## src/rtl/core/bcflt_pkg.sv

```systemverilog
// bcflt_pkg: shared types, character codes and the per-byte scan function
// for the brace and comment fold level tracker
// no dependencies
`default_nettype none

package bcflt_pkg;

    localparam int LEVEL_W             = 12;
    localparam int LINE_INDEX_BITS_DEF = 16;
    localparam int OUT_DEPTH           = 4;

    localparam logic [LEVEL_W-1:0] LEVEL_MAX   = 12'd4095;
    localparam logic [LEVEL_W-1:0] LEVEL_RESET = 12'd1024;

    localparam logic [7:0] CH_LBRACE = 8'h7B;
    localparam logic [7:0] CH_RBRACE = 8'h7D;
    localparam logic [7:0] CH_SLASH  = 8'h2F;
    localparam logic [7:0] CH_STAR   = 8'h2A;
    localparam logic [7:0] CH_QUOTE  = 8'h22;
    localparam logic [7:0] CH_BSLASH = 8'h5C;
    localparam logic [7:0] CH_CR     = 8'h0D;
    localparam logic [7:0] CH_LF     = 8'h0A;
    localparam logic [7:0] CH_SPACE  = 8'h20;
    localparam logic [7:0] CH_NUL    = 8'h00;

    typedef enum logic [1:0] {
        MODE_NORMAL  = 2'd0,
        MODE_COMMENT = 2'd1,
        MODE_STRING  = 2'd2
    } mode_t;

    // outcome of scanning one byte
    typedef struct packed {
        mode_t              mode;
        logic [LEVEL_W-1:0] level;
        logic               eol;
        logic               crlf;
    } scan_t;

    // one queued result without its line index
    typedef struct packed {
        logic [LEVEL_W-1:0] fold_level;
        logic               is_header;
        logic               last_line;
    } res_t;

    function automatic logic [LEVEL_W-1:0] level_inc(input logic [LEVEL_W-1:0] lvl);
        level_inc = (lvl < LEVEL_MAX) ? lvl + LEVEL_W'(1) : lvl;
    endfunction

    function automatic logic [LEVEL_W-1:0] level_dec(input logic [LEVEL_W-1:0] lvl);
        level_dec = (lvl != '0) ? lvl - LEVEL_W'(1) : lvl;
    endfunction

    function automatic scan_t scan_byte(
        input mode_t              mode,
        input logic [7:0]         prior,
        input logic [LEVEL_W-1:0] level,
        input logic [7:0]         cur,
        input logic [7:0]         nxt
    );
        scan_t s;
        s.mode  = mode;
        s.level = level;
        s.crlf  = (cur == CH_CR) && (nxt == CH_LF);
        s.eol   = s.crlf || (cur == CH_LF);
        case (mode)
            MODE_COMMENT:
            begin
                if (cur == CH_STAR && nxt == CH_SLASH)
                begin
                    s.level = level_dec(level);
                    s.mode  = MODE_NORMAL;
                end
            end
            MODE_STRING:
            begin
                if (cur == CH_QUOTE && prior != CH_BSLASH)
                begin
                    s.mode = MODE_NORMAL;
                end
            end
            default:
            begin
                // normal mode, also the unused code
                s.mode = MODE_NORMAL;
                if (cur == CH_LBRACE)
                begin
                    s.level = level_inc(level);
                end
                if (cur == CH_RBRACE)
                begin
                    s.level = level_dec(level);
                end
                if (cur == CH_SLASH && nxt == CH_STAR)
                begin
                    s.level = level_inc(level);
                    s.mode  = MODE_COMMENT;
                end
                if (cur == CH_QUOTE)
                begin
                    s.mode = MODE_STRING;
                end
            end
        endcase
        return s;
    endfunction

endpackage

`default_nettype wire

```

## src/rtl/core/brace_comment_fold_level_tracker.sv

```systemverilog
// brace_comment_fold_level_tracker: top level, byte scanner plus result queue, uses bcflt_pkg
// queueing: a line's result enters the queue at the edge that accepts the request closing it
//   (the byte after its line end, or the last byte); it can be taken from the next cycle on
// throughput: one byte request per cycle; the last byte may queue two results and the four-entry
//   queue drains one per cycle when out_stall is low; input stalls only with under two slots free
// reset: levels load 1024, mode normal, no held byte, queue empty
`default_nettype none

module brace_comment_fold_level_tracker #(
    parameter int LINE_INDEX_BITS = bcflt_pkg::LINE_INDEX_BITS_DEF
) (
    input  wire logic                              clk,
    input  wire logic                              rst_n,
    // byte request channel
    input  wire logic                              in_valid,
    output      logic                              in_stall,
    input  wire logic [7:0]                        text_byte,
    input  wire logic                              end_of_text,
    // line result channel
    output      logic                              out_valid,
    input  wire logic                              out_stall,
    output      logic [LINE_INDEX_BITS-1:0]        line_index,
    output      logic [bcflt_pkg::LEVEL_W-1:0]     fold_level,
    output      logic                              is_header,
    output      logic                              last_line,
    // base level register
    input  wire logic                              cfg_wr_en,
    input  wire logic [bcflt_pkg::LEVEL_W-1:0]     cfg_wr_data
);
    import bcflt_pkg::*;

    localparam int PTR_W = $clog2(OUT_DEPTH);
    localparam int CNT_W = $clog2(OUT_DEPTH + 1);

    // scanner state
    logic [LEVEL_W-1:0]         base_level_reg, base_level_next;
    logic [7:0]                 held_byte_reg, held_byte_next;
    logic                       held_valid_reg, held_valid_next;
    mode_t                      mode_reg, mode_next;
    logic [7:0]                 prior_reg, prior_next;
    logic [LEVEL_W-1:0]         start_level_reg, start_level_next;
    logic [LEVEL_W-1:0]         run_level_reg, run_level_next;
    logic [LINE_INDEX_BITS-1:0] line_ctr_reg, line_ctr_next;
    logic                       skip_lf_reg, skip_lf_next;

    // result queue
    logic [LINE_INDEX_BITS-1:0] idx_mem [OUT_DEPTH];
    res_t                       res_mem [OUT_DEPTH];
    logic [PTR_W-1:0]           wr_ptr_reg, rd_ptr_reg;
    logic [CNT_W-1:0]           count_reg;

    logic                       in_acc, out_acc;
    logic                       push_a, push_b;
    res_t                       res_a, res_b;
    logic [LINE_INDEX_BITS-1:0] idx_a, idx_b;
    logic [1:0]                 push_cnt;

    // stall while the queue cannot take two results
    assign in_stall  = (count_reg > CNT_W'(OUT_DEPTH - 2));
    assign in_acc    = in_valid && !in_stall;
    assign out_valid = (count_reg != '0);
    assign out_acc   = out_valid && !out_stall;

    assign line_index = idx_mem[rd_ptr_reg];
    assign fold_level = res_mem[rd_ptr_reg].fold_level;
    assign is_header  = res_mem[rd_ptr_reg].is_header;
    assign last_line  = res_mem[rd_ptr_reg].last_line;

    // scan path: the held byte first (with the new byte as look-ahead), then
    // the new byte itself when it is the last one (look-ahead reads as nul)
    always_comb
    begin
        scan_t sa;
        scan_t sb;
        logic  skip;

        base_level_next  = base_level_reg;
        held_byte_next   = held_byte_reg;
        held_valid_next  = held_valid_reg;
        mode_next        = mode_reg;
        prior_next       = prior_reg;
        start_level_next = start_level_reg;
        run_level_next   = run_level_reg;
        line_ctr_next    = line_ctr_reg;
        skip_lf_next     = skip_lf_reg;
        push_a           = 1'b0;
        push_b           = 1'b0;
        res_a            = '0;
        res_b            = '0;
        idx_a            = line_ctr_reg;
        idx_b            = line_ctr_reg;
        skip             = skip_lf_reg;

        sa = scan_byte(mode_reg, prior_reg, run_level_reg, held_byte_reg, text_byte);

        if (in_acc)
        begin
            if (held_valid_reg)
            begin
                if (skip)
                begin
                    // lf of a cr lf pair already counted
                    skip = 1'b0;
                end
                else
                begin
                    mode_next      = sa.mode;
                    run_level_next = sa.level;
                    if (sa.eol)
                    begin
                        push_a           = 1'b1;
                        idx_a            = line_ctr_next;
                        res_a.fold_level = start_level_next;
                        res_a.is_header  = (sa.level > start_level_next);
                        res_a.last_line  = 1'b0;
                        line_ctr_next    = line_ctr_next + LINE_INDEX_BITS'(1);
                        start_level_next = sa.level;
                    end
                    prior_next = sa.crlf ? text_byte : held_byte_reg;
                    skip       = sa.crlf;
                end
            end

            sb = scan_byte(mode_next, prior_next, run_level_next, text_byte, CH_NUL);

            if (end_of_text)
            begin
                if (skip)
                begin
                    // trailing lf: the cr line end becomes the final result
                    res_a.last_line = 1'b1;
                end
                else
                begin
                    push_b           = 1'b1;
                    idx_b            = line_ctr_next;
                    res_b.fold_level = start_level_next;
                    res_b.is_header  = (sb.level > start_level_next);
                    res_b.last_line  = 1'b1;
                end
                // document done, back to the idle state with levels from the base register
                held_byte_next   = '0;
                held_valid_next  = 1'b0;
                mode_next        = MODE_NORMAL;
                prior_next       = CH_SPACE;
                start_level_next = base_level_reg;
                run_level_next   = base_level_reg;
                line_ctr_next    = '0;
                skip_lf_next     = 1'b0;
            end
            else
            begin
                held_byte_next  = text_byte;
                held_valid_next = 1'b1;
                skip_lf_next    = skip;
            end
        end
        else
        begin
            sb = scan_byte(mode_reg, prior_reg, run_level_reg, text_byte, CH_NUL);
        end

        // register write; between documents it also loads the levels
        if (cfg_wr_en)
        begin
            base_level_next = cfg_wr_data;
            if (!held_valid_reg)
            begin
                start_level_next = cfg_wr_data;
                run_level_next   = cfg_wr_data;
            end
        end
    end

    assign push_cnt = 2'(push_a) + 2'(push_b);

    always_ff @(posedge clk or negedge rst_n)
    begin
        if (!rst_n)
        begin
            base_level_reg  <= LEVEL_RESET;
            held_byte_reg   <= '0;
            held_valid_reg  <= 1'b0;
            mode_reg        <= MODE_NORMAL;
            prior_reg       <= CH_SPACE;
            start_level_reg <= LEVEL_RESET;
            run_level_reg   <= LEVEL_RESET;
            line_ctr_reg    <= '0;
            skip_lf_reg     <= 1'b0;
            wr_ptr_reg      <= '0;
            rd_ptr_reg      <= '0;
            count_reg       <= '0;
        end
        else
        begin
            base_level_reg  <= base_level_next;
            held_byte_reg   <= held_byte_next;
            held_valid_reg  <= held_valid_next;
            mode_reg        <= mode_next;
            prior_reg       <= prior_next;
            start_level_reg <= start_level_next;
            run_level_reg   <= run_level_next;
            line_ctr_reg    <= line_ctr_next;
            skip_lf_reg     <= skip_lf_next;
            wr_ptr_reg      <= wr_ptr_reg + PTR_W'(push_cnt);
            rd_ptr_reg      <= rd_ptr_reg + PTR_W'(out_acc);
            count_reg       <= count_reg + CNT_W'(push_cnt) - CNT_W'(out_acc);
        end
    end

    // queue storage, no reset
    always_ff @(posedge clk)
    begin
        if (push_a)
        begin
            idx_mem[wr_ptr_reg] <= idx_a;
            res_mem[wr_ptr_reg] <= res_a;
        end
        if (push_b)
        begin
            idx_mem[push_a ? wr_ptr_reg + PTR_W'(1) : wr_ptr_reg] <= idx_b;
            res_mem[push_a ? wr_ptr_reg + PTR_W'(1) : wr_ptr_reg] <= res_b;
        end
    end

    // queue never overfills
    assert property (@(posedge clk) disable iff (!rst_n)
        count_reg <= CNT_W'(OUT_DEPTH))
        else $error("result queue overflow");

    // the last byte always yields at least one result
    assert property (@(posedge clk) disable iff (!rst_n)
        in_acc && end_of_text |-> push_cnt != 2'd0)
        else $error("last byte produced no result");

    // after the last byte nothing is held
    assert property (@(posedge clk) disable iff (!rst_n)
        in_acc && end_of_text |=> !held_valid_reg && !skip_lf_reg)
        else $error("state not cleared after end of text");

    // a skipped lf needs a held byte
    assert property (@(posedge clk) disable iff (!rst_n)
        skip_lf_reg |-> held_valid_reg)
        else $error("skip flag without held byte");

endmodule

`default_nettype wire

```

## config.mk

```make
export PLATFORM = sky130hd
export DESIGN_NAME = brace_comment_fold_level_tracker
export DESIGN_NICKNAME = d
export VERILOG_FILES = /design/src/rtl/core/bcflt_pkg.sv /design/src/rtl/core/brace_comment_fold_level_tracker.sv
export SDC_FILE = /design/constraint.sdc
export NUM_CORES = 1
export LEC_CHECK = 0
export BUFFER_PORTS_ARGS = -buffer_cell sky130_fd_sc_hd__buf_2
export CORE_MARGIN = 3
export CORE_UTILIZATION = 45
export DETAILED_ROUTE_END_ITERATION = 8
export PLACE_DENSITY = 0.66
export SKIP_CTS_REPAIR_TIMING = 1
export SYNTH_ARGS = -nofsm -noshare
export SYNTH_HDL_FRONTEND = slang
export SYNTH_SLANG_ARGS = --single-unit
```

## constraint.sdc

```tcl
create_clock -name clk -period 10 [get_ports clk]
set_input_delay 1 -clock clk [delete_from_list [all_inputs] [get_ports clk]]
set_output_delay 1 -clock clk [all_outputs]
set_load 0.01 [all_outputs]
```

### Word level (Yosys, flattened, before mapping)

Memory sizes are Yosys's and may differ from the RTL's.
Cells that the tools add are included.

| operators by class | value |
|---|---|
| add/sub/neg operators | 11 |
| $lt $le $gt $ge | 5 |
| eq/ne operators | 18 |
| multiplexer cells | 73 |
| reduce and logical (&&, ||, !) cells | 15 |

Operators with widths:

| cell | count |
|---|---|
| two-way mux 12 bit | 25 |
| two-way mux 14 bit | 8 |
| two-way mux 16 bit | 7 |
| equality test 8 x 6 -> 1 bit (second input constant) | 5 |
| two-way mux 8 bit | 5 |
| equality test 8 x 7 -> 1 bit (second input constant) | 4 |
| adder 12 x 1 -> 12 bit (second input constant) | 2 |
| equality test 8 x 4 -> 1 bit (second input constant) | 3 |
| > comparator 12 bit | 2 |
| less-than comparator 12 bit (second input constant) | 2 |
| case mux 12 bit (2 select lines) | 1 |
| nonzero test 12 bit | 2 |
| subtractor 12 x 1 -> 12 bit (second input constant) | 2 |
| two-way mux 1 bit | 18 |
| adder 16 x 1 -> 16 bit (second input constant) | 1 |
| two-way mux 2 bit | 7 |
| two-way mux 13 bit | 1 |
| != test 8 x 7 -> 1 bit (second input constant) | 1 |
| logical AND 1 bit | 6 |
| equality test 2 x 1 -> 1 bit (second input constant) | 2 |
| equality test 2 bit (second input constant) | 2 |
| case mux 2 bit (2 select lines) | 1 |
| adder 3 x 2 -> 3 bit | 1 |
| > comparator 3 x 2 -> 1 bit (second input constant) | 1 |
| 12 further kinds | 13 |

| storage, ports and cells | value |
|---|---|
| flip-flop bits (word level) | 79 |
| bits in writable memories | 120 |
| output and inout bits | 32 |
| memories | 2 |

Memories:

| name | words | bits a word | read ports | clocked after memory_dff | wr ports | RTL line | RTL |
|---|---|---|---|---|---|---|---|
| idx_mem | 4 | 16 | 1 | 0 | 2 | brace_comment_fold_level_tracker.sv:47 | `logic [LINE_INDEX_BITS-1:0] idx_mem [OUT_DEPTH];` |
| res_mem | 4 | 14 | 1 | 0 | 2 | brace_comment_fold_level_tracker.sv:48 | `res_t res_mem [OUT_DEPTH];` |

### Logic depth before layout (Yosys ltp)

Gate-level depths: netlist (run 1).

| logic depth | value |
|---|---|
| depth after elaboration | 19 |
| mapped depth | 29 |

### Worst setup path after synthesis (run 1)

Ideal clock, no wire load.

| timing | value |
|---|---|
| path kind | input -> register |
| start point | input text_byte[4] |
| end point | memory res_mem[0][1] (netlist name), data pin |
| setup time | 0.269 ns |
| data arrival time | 5.406 ns |
| data required time | 9.731 ns |
| setup slack | 4.324 ns |
| cell stages on the path | 25 |
| buffers on the path | 1 |
| cells stage by stage | nor4b_2 and4_1 buf_2 a21oi_2 a2111oi_2 a221oi_1 o311a_1 inv_1 ha_1 inv_1 or3_1 nor2_1 or4b_4 and3_4 a22oi_1 xor2_1 ha_1 a21o_1 a21o_1 a21oi_1 nor2_1 a2111oi_0 nor2_1 nand2_1 o21ai_0 |

RTL lines:

| what | RTL line | RTL |
|---|---|---|
| start, declared | brace_comment_fold_level_tracker.sv:17 | `input wire logic [7:0] text_byte,` |
| end, declared | brace_comment_fold_level_tracker.sv:48 |  |

==> results of run 1 <==
[area by class of cell]
class,count,area [sq um],area share (%)
multi-input combinational,1062,7220,49.7
inverter,42,158,1.08
clock buffer,17,425,2.93
clock inverter,15,218,1.50
sequential,199,5590,38.5
timing repair buffer,78,445,3.07
tap,384,480,3.31
[metrics by stage]
step                hold slack [ns]  total power, mW
finish                        0.473             3.76
global route                  0.489             4.00
CTS                           0.478             3.75
detailed placement            0.487             3.00
global placement              0.481             2.97
floorplan                     0.463             2.46
[critical path: cells and delay by family, from the launching register on]
kind | cells | cell delay [ns]
AO/OA/AOI/OAI | 10 | 1.96
adder cells (fa/ha/maj) | 3 | 0.65
buffers and inverters | 3 | 0.38
flip-flops | 1 | 0.59
AND/OR/NAND/NOR | 11 | 2.55
[cell families after synthesis]
group | after synthesis | share of synthesized area, %
DFF | 199 | 41.8
adders and majority gates | 43 | 4.08
xor gates and xnor gates | 75 | 4.91
buffers and inverters | 149 | 4.45
and+or+nand+nor | 519 | 19.3
AOI/OAI and AO/OA | 356 | 17.2
muxes | 69 | 8.30
[metal layers]
layer	vias to the layer above	part of all wire (%)
met5	-	0
met4	0	2.2
met3	61	7.6
met2	473	47
met1	5310	43
li1	5181	-
[path summary, 6_finish.rpt]
check | start | endpoint | slack, ns | cells past startpoint
max | run_level_reg[0] | res_mem[0][1] | 3.55 | 27
min | rst_n | run_level_reg[1] | 0.47 | 1
min reg2reg | base_level_reg[2] | base_level_reg[2] | 0.50 | 1
max in group asynchronous | rst_n | rd_ptr_reg[1] | 8.42 | 2
min in group clk | base_level_reg[2] | base_level_reg[2] | 0.50 | 1
max reg2reg | run_level_reg[0] | res_mem[0][1] | 3.55 | 27
[cells in the mapped netlist, drive strengths merged, types with 5 or more instances]
master     n  area, sq um
nand2    170          638
o21ai    138          698
edfxtp   120         3600
nor2     113          427
a21oi     76          388
nand3     76          393
dfrtp     75         1880
clkbuf    63          236
buf       44          201
ha        42          526
inv       41          154
xnor2     39          342
nor3      38          205
xor2      36          315
mux4      30          676
nand4     23          144
mux2      22          248
a31oi     17          121
mux2i     17          186
a211oi    15          113
a22oi     12         90.1
nand2b    12         75.1
nor2b     12         75.1
or3       11         68.8
a21o       9         67.6
and2       9         56.3
nor3b      9         72.6
and3       8         60.1
o211ai     7         66.3
o21a       7         52.6
a311oi     6         52.6
and4       6         52.6
o22ai      6         37.5
a2111oi    5         52.6
a221oi     5         62.6
and4b      5         50.1
nor4b      5         65.1
o31ai      5         42.5
[power breakdown]
group | switching (mW) | internal [mW] | leakage [nW] | total (mW)
registers | 0.305 | 1.03 | 2.01 | 1.33
logic | 1.00 | 0.678 | 3.02 | 1.68
clock network | 0.391 | 0.356 | 0.311 | 0.747
total | 1.70 | 2.06 | 5.34 | 3.76
==> results.sh, run 1 <==
export IMPL_dpl_instance_area_sq_um=13900
export IMPL_start_util_pct=46.1
export IMPL_finalNetCount=1469
export IMPL_path_clk_slew_ns=0.09
export IMPL_die_w_microns=178
export IMPL_fmax_mhz=155
export IMPL_wl_per_cell_microns=21.1
export IMPL_ys_seq_area_share_pct=41.8
export IMPL_worst_slew_pin_slew_ns=1.12
export IMPL_grt_antenna_before_repair=0
export IMPL_rows=62
export IMPL_crit_path_top_delay_cell="dfrtp_1"
export IMPL_maxCapViolCount=0
export IMPL_critPathMaxFanout=15
export IMPL_yosysWarnings=0
export IMPL_cts_sinks=199
export IMPL_syn_nets=1479
export IMPL_avgViaCountPerCell=6.14
export IMPL_routabilityCongestion=1.01
export IMPL_clockBufferDepth=2
export IMPL_dpl_hpwl_microns=26300
export IMPL_p_per_area_nw_per_um2=259
export IMPL_synth_ff_type="edfxtp_1"
export IMPL_slew_headroom_pct=24.7
export IMPL_grt_pass1_vias=10600
export IMPL_grt_max_degree=84
export IMPL_crit_path_start_kind="flip-flop"
export IMPL_setup_viol=0
export IMPL_synth_edf_count=120
export IMPL_cts_tree="done"
export IMPL_area_growth_pct=8.66
export IMPL_die_area_sq_um=31800
export IMPL_remaining_drc_errors=0
export IMPL_syn_cell_area_sq_um=13400
export IMPL_place_worst_setup_slack_ns=3.42
export IMPL_period_needed_ns=6.45
export IMPL_finalInstanceArea_sq_um=14500
export IMPL_hold_path_class="input port to async pin"
export IMPL_max_stage_delay_ns=0.59
export IMPL_ir_drop_uv=113
export IMPL_dp_cells=1765
export IMPL_cts_htree_levels=4
export IMPL_grt_pass1_wl_microns=59800
export IMPL_largest_reg_flops=64
export IMPL_port_buffers=57
export IMPL_core_sq_um=29000
export IMPL_ant_nets=0
export IMPL_drt_total_wl_microns=37900
export IMPL_mostFrequentLayoutCells="nand2_1, o21ai_0, edfxtp_1"
export IMPL_ys_ff_latch=199
export IMPL_use_met1_pct=34.3
export IMPL_clkLatencyLatePin_ns=0.46
export IMPL_grt_overflow_total=0
export IMPL_fillCellCount=2704
export IMPL_grt_setup_unrepaired="no"
export IMPL_die_h_microns=178
export IMPL_io_pins=58
export IMPL_p_leak_nw=5.34
export IMPL_layout_commonest_cell="nand2_1"
export IMPL_cts_root_buf="clkbuf_16"
export IMPL_syn_inst=1410
export IMPL_final_util_pct=50.1
export IMPL_worstSetupPathType="flip-flop to flip-flop"
export IMPL_crit_path_end_kind="flip-flop"
export IMPL_vias=11000
export IMPL_grt_util_met3_pct=3.30
export IMPL_synth_avg_cell_area_sq_um=9.48
export IMPL_fin_skew_ns=0.0167
export IMPL_critical_path_arrival_ns=6.61
export IMPL_finalHoldViolCount=0
export IMPL_drt_iter0_markers=1048
export IMPL_fin_ws_ns=3.55
export IMPL_timing_final_crit_share_pct=64.5
export IMPL_crit_required_ns=10.16
export IMPL_status="finished clean"
export IMPL_finalSetupTns_ns=0
export IMPL_synth_distinct_cells=103
export IMPL_instances_no_fill=1797
export IMPL_n_antenna_cell=0
export IMPL_drive_above_1_share_pct=15.1
export IMPL_dr_pass1_iters=7
export IMPL_synthArstFlopShare_pct=39.7
export IMPL_busiest_layer="met2"
export IMPL_maxSlewViolCount=0
export IMPL_grt_use_met2_pct=38.6
export IMPL_numCtsBuffers=17
export IMPL_grt_usage_pct=24.2
Note: power is estimated with default switching activity, not from simulation.
==> run 2, diff against run 1 <==
ABC_AREA = 1   (was unset)
PLACE_DENSITY = 0.69   (was 0.66)
clock period = 5.3 ns   (was 10 ns; I/O delays follow)
==> results.sh, run 2 <==
export IMPL_worstHoldPathCells=2
export IMPL_yosys_area_top_type="edfxtp_1"
export IMPL_fin_skew_ns=0.0175
export IMPL_drt_iter0_markers=1034
export IMPL_setup_viol=0
export IMPL_cts_tree="done"
export IMPL_cts_sinks=199
export IMPL_r2r_start="run_level_reg[1]"
export IMPL_period_needed_ns=4.80
export IMPL_rrSetupSlack_ns=0.50
export IMPL_timing_final_crit_share_pct=90.6
export IMPL_synth_avg_cell_area_sq_um=7.66
export IMPL_routabilityCongestion=0.915
export IMPL_grt_usage_pct=23.4
export IMPL_dpl_instance_area_sq_um=14000
export IMPL_combPwrFrac_pct=55.7
export IMPL_hold_path_class="input port to flip-flop"
export IMPL_grt_overflow_total=0
export IMPL_grt_setup_unrepaired="no"
export IMPL_maxSlewViolCount=0
export IMPL_io_pins=58
export IMPL_cts_root_buf="clkbuf_16"
export IMPL_max_stage_delay_ns=0.53
export IMPL_crit_path_start_kind="flip-flop"
export IMPL_synth_ff_type="edfxtp_1"
export IMPL_hold_path_startpoint="cfg_wr_data[5]"
export IMPL_largest_reg_flops=64
export IMPL_core_sq_um=29200
export IMPL_synthTopCellsByArea="edfxtp_1, dfrtp_1, nand2_1, o21ai_0, inv_1"
export IMPL_worstSetupPathType="flip-flop to flip-flop"
export IMPL_grt_antenna_before_repair=0
export IMPL_cp_num_cells=32
export IMPL_slew_headroom_pct=26.5
export IMPL_die_w_microns=180
export IMPL_pwr_share_clk_pct=16.8
export IMPL_die_area_sq_um=32200
export IMPL_place_worst_setup_slack_ns=0.427
export IMPL_maxCapViolCount=0
export IMPL_p_per_area_nw_per_um2=574
export IMPL_die_h_microns=180
export IMPL_avgViaCountPerCell=5.56
export IMPL_swShare_pct=49.7
export IMPL_yosysTopAreaCellShare_pct=26.6
export IMPL_vias=12100
export IMPL_synthArstFlopShare_pct=39.7
export IMPL_ff2ff_path_depth=32
export IMPL_clockBufferDepth=2
export IMPL_mostFrequentLayoutCells="nand2_1, o21ai_0, inv_1"
export IMPL_grt_pass1_vias=11300
export IMPL_ant_nets=0
export IMPL_ir_drop_uv=284
export IMPL_critical_path_arrival_ns=4.97
export IMPL_ys_ff_latch=199
export IMPL_grt_max_degree=73
export IMPL_crit_family="simple AND/OR/NAND/NOR gates"
export IMPL_hold_ws_ns=0.333
export IMPL_area_growth_pct=8.46
export IMPL_n_antenna_cell=0
export IMPL_dpl_hpwl_microns=27300
export IMPL_clkLatencyLatePin_ns=0.45
export IMPL_drive_above_1_share_pct=14.4
export IMPL_rows=62
export IMPL_crit_top_cell="nand2_1"
export IMPL_crit_path_top_delay_cell="dfrtp_1"
export IMPL_path_clk_slew_ns=0.08
export IMPL_p_int_mw=4.25
export IMPL_numCtsBuffers=17
export IMPL_worstPathBufferInverterCount=3
export IMPL_syn_cell_area_sq_um=13600
export IMPL_cts_htree_levels=4
export IMPL_ys_seq_area_share_pct=41.2
export IMPL_finalHoldViolCount=0
export IMPL_fmax_mhz=208
export IMPL_min_to="base_level_reg[5]"
export IMPL_crit_required_ns=5.47
export IMPL_dr_pass1_iters=6
export IMPL_final_util_pct=50.4
export IMPL_layout_commonest_cell="nand2_1"
export IMPL_pwr_share_seq_pct=27.5
export IMPL_synth_most_common_cell="nand2_1"
export IMPL_finalInstanceArea_sq_um=14700
export IMPL_synth_distinct_cells=51
export IMPL_p_sw_mw=4.19
export IMPL_port_buffers=57
export IMPL_remaining_drc_errors=0
export IMPL_fin_ws_ns=0.500
export IMPL_finalSetupTns_ns=0
export IMPL_worst_slew_pin_slew_ns=1.10
export IMPL_crit_path_end_kind="flip-flop"
export IMPL_finalNetCount=1853
export IMPL_ys_top_cells_by_count="nand2_1, o21ai_0, inv_1"
export IMPL_start_util_pct=46.5
export IMPL_syn_nets=1838
export IMPL_wl_per_cell_microns=17.8
export IMPL_critPathMaxFanout=12
export IMPL_status="finished clean"
export IMPL_yosysWarnings=0
export IMPL_p_leak_nw=6.12
export IMPL_grt_pass1_wl_microns=61300
export IMPL_drt_total_wl_microns=38800
export IMPL_reg2reg_to="res_mem[0][1]"
export IMPL_syn_inst=1769
export IMPL_synth_edf_count=120
==> run 2: power groups by stage <==
stage | registers (mW) | clock network [mW] | logic, mW
after floorplan | 2.22 | 0 | 3.46
after detailed placement | 2.35 | 0 | 4.65
after global routing | 2.36 | 1.50 | 5.26
after global placement | 2.34 | 0 | 4.60
final | 2.32 | 1.42 | 4.70
after CTS | 2.32 | 1.43 | 4.68
==> run 2: cell families (layout without fill, tap and decap cells) <==
kind of cell | Yosys count | in the layout | synth area share (%)
xor+xnor | 23 | 23 | 1.54
fa+ha+maj | 43 | 43 | 4.02
flops | 199 | 199 | 41.2
buf+inv | 266 | 294 | 8.71
simple gates | 854 | 854 | 28.7
mux | 12 | 12 | 0.997
compound gates | 372 | 372 | 14.9
==> run 2: through the flow <==
stage	total power, mW	instances
final	8.44	2181
after global routing	9.12	2181
after CTS	8.43	2180
after detailed placement	7.00	2148
after global placement	6.94	2148
after floorplan	5.69	1769
==> run 2: cell type report <==
type                            instances  area (sq um)
Timing Repair Buffer                   85           500
Tap cell                              384           480
Multi-Input combinational cell       1304          6810
Clock inverter                         15           224
Inverter                              177           678
Clock buffer                           17           425
Sequential cell                       199          5590
Fill cell                            2887         14500
==> run 2: how the worst max path moves through the flow <==
stage | startpoint | to
after floorplan | run_level_reg[1] | res_mem[0][1]
after global placement | run_level_reg[1] | res_mem[2][1]
after detailed placement | run_level_reg[1] | res_mem[0][1]
after CTS | run_level_reg[1] | res_mem[0][1]
after global routing | run_level_reg[1] | res_mem[3][1]
final | run_level_reg[1] | res_mem[0][1]
==> run 2: metal layers <==
layer | GRT usage (%) | share of wire (%)
met5 | 0 | 0
met4 | 6.13 | 1.8
met3 | 3.74 | 7.3
met2 | 38.7 | 47
met1 | 32.2 | 44
